### config.mk
export PLATFORM = sky130hd
export DESIGN_NAME = bc1_bc3_block_encoder
export DESIGN_NICKNAME = d
export VERILOG_FILES = /design/src/design/bce_pkg.sv /design/src/design/bce_ctrl.sv /design/src/design/bce_datapath.sv /design/src/design/bc1_bc3_block_encoder.sv
export SDC_FILE = /design/constraint.sdc
export NUM_CORES = 2
export LEC_CHECK = 0
export BUFFER_PORTS_ARGS = -buffer_cell sky130_fd_sc_hd__clkbuf_2
export CAP_MARGIN = 5
export CORE_MARGIN = 2
export CORE_UTILIZATION = 42
export CTS_BUF_LIST = sky130_fd_sc_hd__clkbuf_16
export DETAILED_ROUTE_END_ITERATION = 16
export GPL_TIMING_DRIVEN = 0
export PLACE_DENSITY_LB_ADDON = 0.12
export SETUP_SLACK_MARGIN = 0.5
export SYNTH_ARGS = -nofsm -noshare
export SYNTH_HDL_FRONTEND = slang
export SYNTH_SLANG_ARGS = --single-unit
### constraint.sdc
create_clock -name clk -period 17 [get_ports clk]
set_clock_uncertainty 0.1 [all_clocks]
set_input_delay 0 -clock clk [delete_from_list [all_inputs] [get_ports clk]]
set_output_delay 0 -clock clk [all_outputs]
set_load 0.1 [all_outputs]
### src/design/bce_pkg.sv
// Shared constants, types and helpers of the BC1/BC3 block encoder.
package bce_pkg;

  localparam int PIXELS     = 16;
  localparam int PIX_W      = $clog2(PIXELS);
  localparam int Q_W        = 11;
  localparam int DARK_LIMIT = 2601;

  // configuration register indexes (byte address is 4 * index)
  localparam int REG_ALPHA_MODE = 0;

  typedef struct packed {
    logic             load;
    logic             first;
    logic             prep;
    logic             ends;
    logic             eval;
    logic             sel_alpha;
    logic [1:0]       step;
    logic [PIX_W-1:0] wr_addr;
    logic [PIX_W-1:0] rd_addr;
  } cmd_t;

  function automatic logic [15:0] div255(input logic [15:0] x);
    logic [16:0] t;
    t = {1'b0, x} + {9'd0, x[15:8]} + 17'd1;
    return {8'd0, t[15:8]};
  endfunction

  function automatic logic [15:0] code565(input logic [Q_W-1:0] r, input logic [Q_W-1:0] g,
                                          input logic [Q_W-1:0] b);
    logic [15:0] cr, cg, cb;
    cr = div255(16'((17'(r) * 17'd31) >> 2));
    cg = div255(16'((17'(g) * 17'd63) >> 2));
    cb = div255(16'((17'(b) * 17'd31) >> 2));
    return {cr[4:0], cg[5:0], cb[4:0]};
  endfunction

endpackage

### src/design/bce_ctrl.sv
// Sequencer of the block encoder: load, endpoint setup, index search, word output.
module bce_ctrl (
  input  logic          clk,
  input  logic          rst,
  input  logic          start,
  input  logic          alpha_mode,
  output logic          busy,
  output logic          valid,
  output logic          last_word,
  output bce_pkg::cmd_t cmd
);

  typedef enum logic [2:0] {IDLE, PREP, ENDS, FETCH, EVAL, OUT_A, OUT_C} state_t;

  state_t                    state;
  logic [bce_pkg::PIX_W-1:0] count;
  logic [bce_pkg::PIX_W-1:0] pix;
  logic [1:0]                step;
  logic                      mode;

  always_ff @(posedge clk) begin
    if (rst) begin
      state <= IDLE;
      count <= '0;
      pix   <= '0;
      step  <= '0;
      mode  <= 1'b0;
    end else begin
      case (state)
        IDLE: begin
          if (start) begin
            count <= count + 1'b1;
            if (count == bce_pkg::PIX_W'(bce_pkg::PIXELS - 1)) begin
              mode  <= alpha_mode;
              state <= PREP;
            end
          end
        end
        PREP: state <= ENDS;
        ENDS: begin
          pix   <= '0;
          state <= FETCH;
        end
        FETCH: begin
          step  <= '0;
          state <= EVAL;
        end
        EVAL: begin
          step <= step + 1'b1;
          if (step == 2'd3) begin
            if (pix == bce_pkg::PIX_W'(bce_pkg::PIXELS - 1)) begin
              state <= mode ? OUT_A : OUT_C;
            end else begin
              pix   <= pix + 1'b1;
              state <= FETCH;
            end
          end
        end
        OUT_A: state <= OUT_C;
        OUT_C: state <= IDLE;
        default: state <= IDLE;
      endcase
    end
  end

  assign busy      = (state != IDLE);
  assign valid     = (state == OUT_A) || (state == OUT_C);
  assign last_word = (state == OUT_C);

  always_comb begin
    cmd           = '0;
    cmd.load      = (state == IDLE) && start;
    cmd.first     = (count == '0);
    cmd.prep      = (state == PREP);
    cmd.ends      = (state == ENDS);
    cmd.eval      = (state == EVAL);
    cmd.sel_alpha = (state == OUT_A);
    cmd.step      = step;
    cmd.wr_addr   = count;
    cmd.rd_addr   = pix;
  end

endmodule

### src/design/bce_datapath.sv
// Pixel store, endpoint tracking, palettes and nearest-index search.
module bce_datapath (
  input  logic          clk,
  input  bce_pkg::cmd_t cmd,
  input  logic [7:0]    red,
  input  logic [7:0]    green,
  input  logic [7:0]    blue,
  input  logic [7:0]    alpha,
  output logic [63:0]   block_word
);

  localparam int QW = bce_pkg::Q_W;

  logic [31:0] store [bce_pkg::PIXELS];
  logic [31:0] rd_px;

  logic [15:0] lo_code, hi_code, in_code;
  logic [23:0] lo_px, hi_px;
  logic [7:0]  amin, amax;
  logic        eq, dark;

  logic [11:0] pal [4][3];
  logic [12:0] apal [8];
  logic [15:0] c0, c1;
  logic [7:0]  abyte_hi, abyte_lo;

  logic [25:0] cbest_d;
  logic [1:0]  cbest_i;
  logic [12:0] abest_d;
  logic [2:0]  abest_i;
  logic [31:0] cidx;
  logic [47:0] aidx;

  assign in_code = bce_pkg::code565({1'b0, red, 2'b00}, {1'b0, green, 2'b00},
                                    {1'b0, blue, 2'b00});

  always_ff @(posedge clk) begin
    if (cmd.load) begin
      store[cmd.wr_addr] <= {alpha, blue, green, red};
      if (cmd.first || in_code < lo_code) begin
        lo_code <= in_code;
        lo_px   <= {blue, green, red};
      end
      if (cmd.first || in_code >= hi_code) begin
        hi_code <= in_code;
        hi_px   <= {blue, green, red};
      end
      if (cmd.first || alpha < amin) amin <= alpha;
      if (cmd.first || alpha > amax) amax <= alpha;
    end
    rd_px <= store[cmd.rd_addr];
  end

  // Endpoint setup
  logic [19:0] sumsq;
  always_comb begin
    sumsq = 20'(16'(hi_px[7:0] * hi_px[7:0])) + 20'(16'(hi_px[15:8] * hi_px[15:8]))
          + 20'(16'(hi_px[23:16] * hi_px[23:16]));
  end

  logic [QW-1:0] mx [3];
  logic [QW-1:0] mn [3];
  logic [9:0]    amx, amn;
  always_comb begin
    for (int k = 0; k < 3; k++) begin
      mx[k] = {1'b0, hi_px[8*k +: 8], 2'b00};
      mn[k] = {1'b0, lo_px[8*k +: 8], 2'b00};
      if (eq && dark) mx[k] = mx[k] + QW'(255);
      if (eq && !dark) mn[k] = {2'b00, lo_px[8*k +: 8], 1'b0};
    end
    amx = {amax, 2'b00};
    amn = {amin, 2'b00};
    if (amax == amin) begin
      if (amax == 8'd0) amx = 10'd102;
      else amn = 10'(11'(amin) * 11'd3);
    end
  end

  always_ff @(posedge clk) begin
    if (cmd.prep) begin
      eq   <= (lo_code == hi_code);
      dark <= ({sumsq, 2'b00} < 22'(bce_pkg::DARK_LIMIT));
    end
    if (cmd.ends) begin
      c0 <= bce_pkg::code565(mx[0], mx[1], mx[2]);
      c1 <= bce_pkg::code565(mn[0], mn[1], mn[2]);
      for (int k = 0; k < 3; k++) begin
        pal[0][k] <= 12'(mx[k] * 2'd3);
        pal[1][k] <= 12'(mn[k] * 2'd3);
        pal[2][k] <= 12'({mx[k], 1'b0} + mn[k]);
        pal[3][k] <= 12'(mx[k] + {mn[k], 1'b0});
      end
      apal[0] <= 13'(amx * 3'd7);
      apal[1] <= 13'(amn * 3'd7);
      for (int e = 2; e < 8; e++) begin
        apal[e] <= 13'(amx * 4'(8 - e)) + 13'(amn * 4'(e - 1));
      end
      abyte_hi <= amx[9:2];
      abyte_lo <= amn[9:2];
    end
  end

  // Index search: one color entry and two alpha entries per cycle in EVAL
  logic [11:0] cp [3];
  logic [11:0] cdiff [3];
  logic [25:0] cd;
  logic        ctake;
  logic [12:0] ap, da, db, d1;
  logic [2:0]  ea, eb, i1;
  logic        ta, tb;

  always_comb begin
    cd = '0;
    for (int k = 0; k < 3; k++) begin
      cp[k]    = {1'b0, rd_px[8*k +: 8], 3'b000} + {2'b00, rd_px[8*k +: 8], 2'b00};
      cdiff[k] = (cp[k] > pal[cmd.step][k]) ? cp[k] - pal[cmd.step][k]
                                            : pal[cmd.step][k] - cp[k];
      cd       = cd + 26'(cdiff[k] * cdiff[k]);
    end
    ctake = (cmd.step == 2'd0) || (cd < cbest_d);

    ap = {rd_px[31:24], 5'b00000} - {2'b00, rd_px[31:24], 2'b00};
    ea = {cmd.step, 1'b0};
    eb = {cmd.step, 1'b1};
    da = (ap > apal[ea]) ? ap - apal[ea] : apal[ea] - ap;
    db = (ap > apal[eb]) ? ap - apal[eb] : apal[eb] - ap;
    ta = (cmd.step == 2'd0) || (da < abest_d);
    d1 = ta ? da : abest_d;
    i1 = ta ? ea : abest_i;
    tb = (db < d1);
  end

  always_ff @(posedge clk) begin
    if (cmd.eval) begin
      cbest_d <= ctake ? cd : cbest_d;
      cbest_i <= ctake ? cmd.step : cbest_i;
      abest_d <= tb ? db : d1;
      abest_i <= tb ? eb : i1;
      if (cmd.step == 2'd3) begin
        cidx <= {(ctake ? cmd.step : cbest_i), cidx[31:2]};
        aidx <= {(tb ? eb : i1), aidx[47:3]};
      end
    end
  end

  assign block_word = cmd.sel_alpha ? {aidx, abyte_lo, abyte_hi} : {cidx, c1, c0};

endmodule

### src/design/bc1_bc3_block_encoder.sv
// Top level of the BC1/BC3 4x4 block encoder.
//
//  channel   signals                              handshake
//  pixel in  red green blue alpha                 start & !busy
//  word out  block_word last_word                 valid, one cycle
//  config    psel penable pwrite paddr pwdata ... APB, pready high
//
// A block's first fifteen pixels take one cycle each. The sixteenth starts
// the setup states PREP and ENDS and an index search of one fetch from the
// pixel store and four palette steps through the shared distance unit per
// pixel, then one word (BC1) or two words (BC3). rst clears the sequencer,
// pixel count and alpha_mode. The receiver cannot stall.
module bc1_bc3_block_encoder (
  input  logic        clk,
  input  logic        rst,
  input  logic        start,
  output logic        busy,
  input  logic [7:0]  red,
  input  logic [7:0]  green,
  input  logic [7:0]  blue,
  input  logic [7:0]  alpha,
  output logic        valid,
  output logic [63:0] block_word,
  output logic        last_word,
  input  logic        psel,
  input  logic        penable,
  input  logic        pwrite,
  input  logic [2:0]  paddr,
  input  logic [31:0] pwdata,
  output logic [31:0] prdata,
  output logic        pready
);

  bce_pkg::cmd_t cmd;
  logic          alpha_mode;
  logic          sel_mode;

  assign pready   = 1'b1;
  assign sel_mode = (paddr[2] == 1'(bce_pkg::REG_ALPHA_MODE));

  always_ff @(posedge clk) begin
    if (rst) begin
      alpha_mode <= 1'b0;
    end else if (psel && penable && pwrite && sel_mode) begin
      alpha_mode <= pwdata[0];
    end
  end

  assign prdata = sel_mode ? {31'd0, alpha_mode} : 32'd0;

  bce_ctrl u_ctrl (
    .clk        (clk),
    .rst        (rst),
    .start      (start),
    .alpha_mode (alpha_mode),
    .busy       (busy),
    .valid      (valid),
    .last_word  (last_word),
    .cmd        (cmd)
  );

  bce_datapath u_datapath (
    .clk        (clk),
    .cmd        (cmd),
    .red        (red),
    .green      (green),
    .blue       (blue),
    .alpha      (alpha),
    .block_word (block_word)
  );

endmodule
# Word-level counts from Yosys, hierarchy flattened
# Memory sizes are Yosys's and may differ from the RTL's. A register that Yosys moved wholly into a read port is not among the register bits.
# Cells that the tools add are included.
# op_classes
addsub	54
n_mul	30
div	0
n_lt_le_gt_ge	13
n_eq_ne	15
shift	0
muxes	42
bitwise_logic	1
reduce_logical	31
# op_table
op	n
$mul A10 B2 Y12 const B	7
$add A13 B1 Y13 const B	6
$mul A12 B12 Y24	3
$sub A12 B12 Y12	6
$mux W10	7
$mux W64	1
$add A13 B6 Y13	4
$mul A10 B3 Y13 const B	4
$mux W13	4
$sub A13 B13 Y13	4
$mul A8 B8 Y16	3
$add A14 B1 Y14 const B	3
$add A11 B10 Y12	3
$add A11 B11 Y12	3
$add A12 B10 Y12	3
$gt A12 B12 Y1	3
$mul A11 B2 Y12 const B	3
$mux W12	3
$add A10 B8 Y11 const B	3
$mux W11	3
$mul A11 B5 Y16 const B	2
$mul A10 B5 Y15 const B	2
$mux W3	10
$add A14 B7 Y14	2
54 further kinds	94
# totals
reg_bits	285
latchBits	0
mem_bits_rw	760
rom_bits	0
in_bits	73
output_inout_bits	100
word_cells	213
memories	3
# mem_list
memory	depth	word_bits	read_ports	rd_ports_with_merged_regs	wr	line_no	text
u_datapath.store	16	32	1	1	1	bce_datapath.sv:14	logic [31:0] store [bce_pkg::PIXELS];
u_datapath.pal	4	36	1	1	4	bce_datapath.sv:22	logic [11:0] pal [4][3];
u_datapath.apal	8	13	2	2	8	bce_datapath.sv:23	logic [12:0] apal [8];

# Depth between registers and ports, before layout
# logic_depth
depth_word	9
depth_mapped	66
ltp_nobuf	65

# By module
# Synthesis repeated with hierarchy kept, for this count alone.
# hier_totals
cells_unflattened	7063
area_unflattened_um2	84587.4
# modules_own_cells
mod	n_inst	cells_per_inst	area_each_um2	seq_area_each_um2
bce_datapath	1	6926	83442.5	30699.4
bce_ctrl	1	97	835.8	280.3
bc1_bc3_block_encoder	1	40	309.0	20.0

# Least setup slack after synthesis
# Ideal clock, no wire load.
# synth_timing
path_type	reg2reg
start	reg with a tool-made name
end	reg u_datapath.cbest_d[10] (enable)
setup_time_ns	0.407
arrival_ns	15.056
required_ns	16.493
setup_slack_ns	1.437
path_stages_with_launch	55
n_path_buf	4
period_less_slack_ns	15.563
cell_sequence	dfxtp_1 -> buf_2 -> buf_2 -> buf_1 -> buf_1 -> mux4_2 -> inv_1 -> ha_1 -> nand2_1 -> or2_2 -> nor3_2 -> nor2_1 -> a2bb2oi_2 -> mux2_2 -> a21oi_1 -> xor2_1 -> inv_1 -> nand2_1 -> (+19 left out) -> fa_1 -> inv_1 -> fa_1 -> ha_1 -> nand3_1 -> o21ai_0 -> a21oi_1 -> a2111oi_0 -> nor2_1 -> a21oi_1 -> xor2_1 -> ha_1 -> a21o_1 -> a21o_1 -> a211oi_1 -> o22a_1 -> o41ai_1 -> nor2_1
# synth_lines
item	line_no	text
end signal, assigned	bce_datapath.sv:135	cbest_d <= ctake ? cd : cbest_d;
end, declared	bce_datapath.sv:27	logic [25:0] cbest_d;

==> metrics.md <==
| Metric | Value |
|---|---|
| FP Rows | `roughly 160` |
| Worst skew pair latency | `820 ps` |
| Final Cycle Share | `92.67%` |
| Critical path's most frequent cell | `fa_1` |
| Share of cells above drive strength 1 | `roughly 11%` |
| Antenna violations before repair | `12` |
| TritonCTS Buffers | `around 120` |
| Normalized max-slew margin | `between 15 and 20%` |
| Die width | `452.6 µm` |
| Initial DRT Pass Iterations | `5` |
| Antenna viol nets, final | `0` |
| Finished Cell Area | `94500 µm²` |
| Vias in the first global route | `~56k` |
| Largest net degree at the start of global routing | `55` |
| DIE HEIGHT | `between 400 and 500 µm` |
| Area of placed instances | `just under 90000 µm²` |
| Routed vias | `52.78k` |
| Worst Tran Pin Value | `~1200 ps` |
| CTS tree | `done` |
| Root Driver | `clkbuf_16` |
| Critical path required time | `~17000 ps` |
| Post-synth ARST share | `0%` |
| Max-slew violations | `0` |
| Synth warnings | `0` |
| Sequential-to-total area share from yosys stat | `between 30% and 40%` |
| PortBufs | `107` |
| CP max FO | `10` |
| Synth top cells by count | `1245 x inv_1, 1001 x edfxtp_1, 961 x ha_1` |
| Drt via density | `between 5 and 6` |
| Initial Util | `between 40% and 50%` |
| Netlist area before placement | `around 85000 µm²` |
| H-tree depth | `3` |
| Fillers | `roughly 18k` |
| Total Die Area | `204900 µm²` |
| #FFs+latches synth | `about 1.1k` |
| Outcome | `complete, no violations` |
| Hold path cells | `2` |
| Final TNS setup | `0 ps` |
| Global-route wire length before repair | `327.9 mm` |
| Placed Cells | `~9.9k` |
| Post-synth top area cell | `edfxtp_1` |
| Area grow syn2layout | `11.81%` |
| Final WL | `about 210 mm` |
| Fmax achieved | `about 0.063 GHz` |
| Total global-route track usage | `a little over a fifth` |
| Worst Hold Class | `input pin to flop` |
| Synth top area share | `35.56%` |
| HP Start | `alpha[6]` |
| Synth area leaders | `edfxtp_1 36%, fa_1 16%, ha_1 14%` |
| CP endpoint kind | `flop` |
| FF-to-FF End | `u_datapath.cbest_i[0]$_DFFE_PP_` |
| Unique cell type count in the Yosys netlist | `between 80 and 90` |
| GRT overflow | `0` |
| Slowest cell delay on critical path | `approximately 570 ps` |
| CP Class | `flop to flop` |
| R2R depth | `59` |
| Longest Clk Path Bufs | `3` |
| Routed len/inst | `20.66 µm` |
| Nets | `between 9k and 10k` |
| Worst Hold Path EP | `u_datapath.amax[6]$_DFFE_PP_` |
| Most frequent cell after synthesis | `inv_1` |
| Clk sinks | `approximately 1.1k` |
| Hold Vio Cnt, Final | `0` |
| Main synth FF type | `edfxtp_1` |
| Critical Path AT | `between 15000 and 20000 ps` |
| Crit path time final | `about 16000 ps` |
| Cells after Synth | `about 7.1k` |
| RD Place Congestion | `0.8946` |
| CTS clk-pin slew, worst paths | `60 ps` |
| Setup Viol. Count Final | `0` |
| Initial DRC Count | `between 3k and 4k` |
| Mean Syn Cell Area | `11.89 µm²` |
| Hpwl dp | `167.1 mm` |
| Slowest stage cell, crit path | `fa_1` |
| Core Box Area | `roughly 200000 µm²` |
| RSZ-0062 raised after global routing | `true` |
| Reg2reg setup slack | `between 1000 and 1500 ps` |
| Post-synth EDFFs | `between 1k and 1.5k` |
| Final cell count without fillers | `10.23k` |
| Critical path startpoint category | `flop` |
| Drt drc | `0` |
| Max-cap viol count | `0` |
| Ports | `around 170` |
cell type report:
class	count	area [µm²]	area share, %
Sequential cell	1050	31040	32.85
Buffer	182	934.6	0.9890
Antenna cell	8	20.02	0.02118
Inverter	1252	4708	4.982
Tap cell	2656	3323	3.516
Clock buffer	119	2978	3.151
Clock inverter	102	1085	1.148
Multi-Input combinational cell	4653	48540	51.36
Timing Repair Buffer	211	1872	1.981
repair_timing:
action	4_1_cts	5_1_grt
pin swaps	3	11
setup endpoints to repair	31	29
setup buffers	3	21
resized for setup	49	76
hold buffers	40	0
endpoints found under the hold margin	608	0
cloned	1	0
worst max-delay path, delay by kind of cell, from the launching register on:
| kind | cells | cell delay [ps] |
|---|---|---|
| buffers and inverters | 16 | 2530 |
| adders and majority gates | 15 | 6920 |
| xor gates and xnor gates | 3 | 410 |
| muxes | 2 | 750 |
| AOI/OAI and AO/OA | 18 | 3230 |
| and+or+nand+nor | 5 | 1100 |
| DFF | 1 | 350 |
flip-flops by register name (all words and copies together) (netlist names), 13 cells and up, named ones only:
register,cells
u_datapath.store,512
u_datapath.pal,127
u_datapath.apal,93
u_datapath.aidx,48
u_datapath.cidx,32
u_datapath.rd_px,32
u_datapath.cbest_d,25
u_datapath.hi_px,24
u_datapath.lo_px,24
u_datapath.c0,16
u_datapath.c1,16
u_datapath.hi_code,16
u_datapath.lo_code,16
u_datapath.abest_d,13
worst max-delay path by stage:
stage | to | slack [ps] | depth (start not counted)
finish | u_datapath.cbest_i[0]$_DFFE_PP_ | 1250 | 59
global route | u_datapath.cidx[31]$_DFFE_PP_ | 470 | 60
CTS | u_datapath.cbest_i[0]$_DFFE_PP_ | 510 | 57
detailed placement | u_datapath.cbest_d[4]$_DFFE_PP_ | -1910 | 57
global placement | u_datapath.cbest_d[1]$_DFFE_PP_ | -3870 | 54
floorplan | u_datapath.cbest_d[10]$_DFFE_PP_ | 1440 | 54
kinds of logic (layout without fill, tap and decap cells):
kind of cell	count (synthesis)	in the layout	synth area share, %
xor gates and xnor gates	502	502	5.211
and+or+nand+nor	1113	1114	6.239
other	2	40	0.008885
AOI/OAI and AO/OA	1005	1005	7.515
DFF	1050	1050	36.72
muxes	368	368	7.631
buffers and inverters	1434	1866	6.553
adders and majority gates	1632	1632	30.12
per-stage QoR:
step,utilization [%],hold WS [ps],setup WS [ps]
after CTS,47.03,94.39,514.3
after global routing,47.28,155.8,470.2
after detailed placement,44.69,153.2,-1912
after global placement,44.28,143.6,-3868
after floorplan,-,-20.69,1437
final,47.28,154.6,1246
cells in the final DEF, fill, tap and decap left out, drive strengths merged, types with 138 or more instances in the layout:
master,netlist,final
a21o,161,161
a21oi,355,355
buf,74,138
clkbuf,108,334
edfxtp,1001,1001
fa,671,671
ha,961,961
inv,1248,1279
mux4,212,212
nand2,286,286
nor2,347,348
o21ai,192,192
xnor2,352,352
xor2,150,150
layer usage:
layer | vias to the layer above | wire, µm | part of all wire, % | GRT usage [%]
met2 | 816 | 103100 | 49 | 35.89
li1 | 25037 | - | - | -
met1 | 26706 | 95950 | 45 | 28.73
met3 | 215 | 7205 | 3.4 | 2.146
met4 | 8 | 5118 | 2.4 | 5.130
met5 | - | 49 | 0.023 | 0
Power is not shown: default switching activity piles up to over one toggle a cycle in this logic, so the estimate is an artifact.
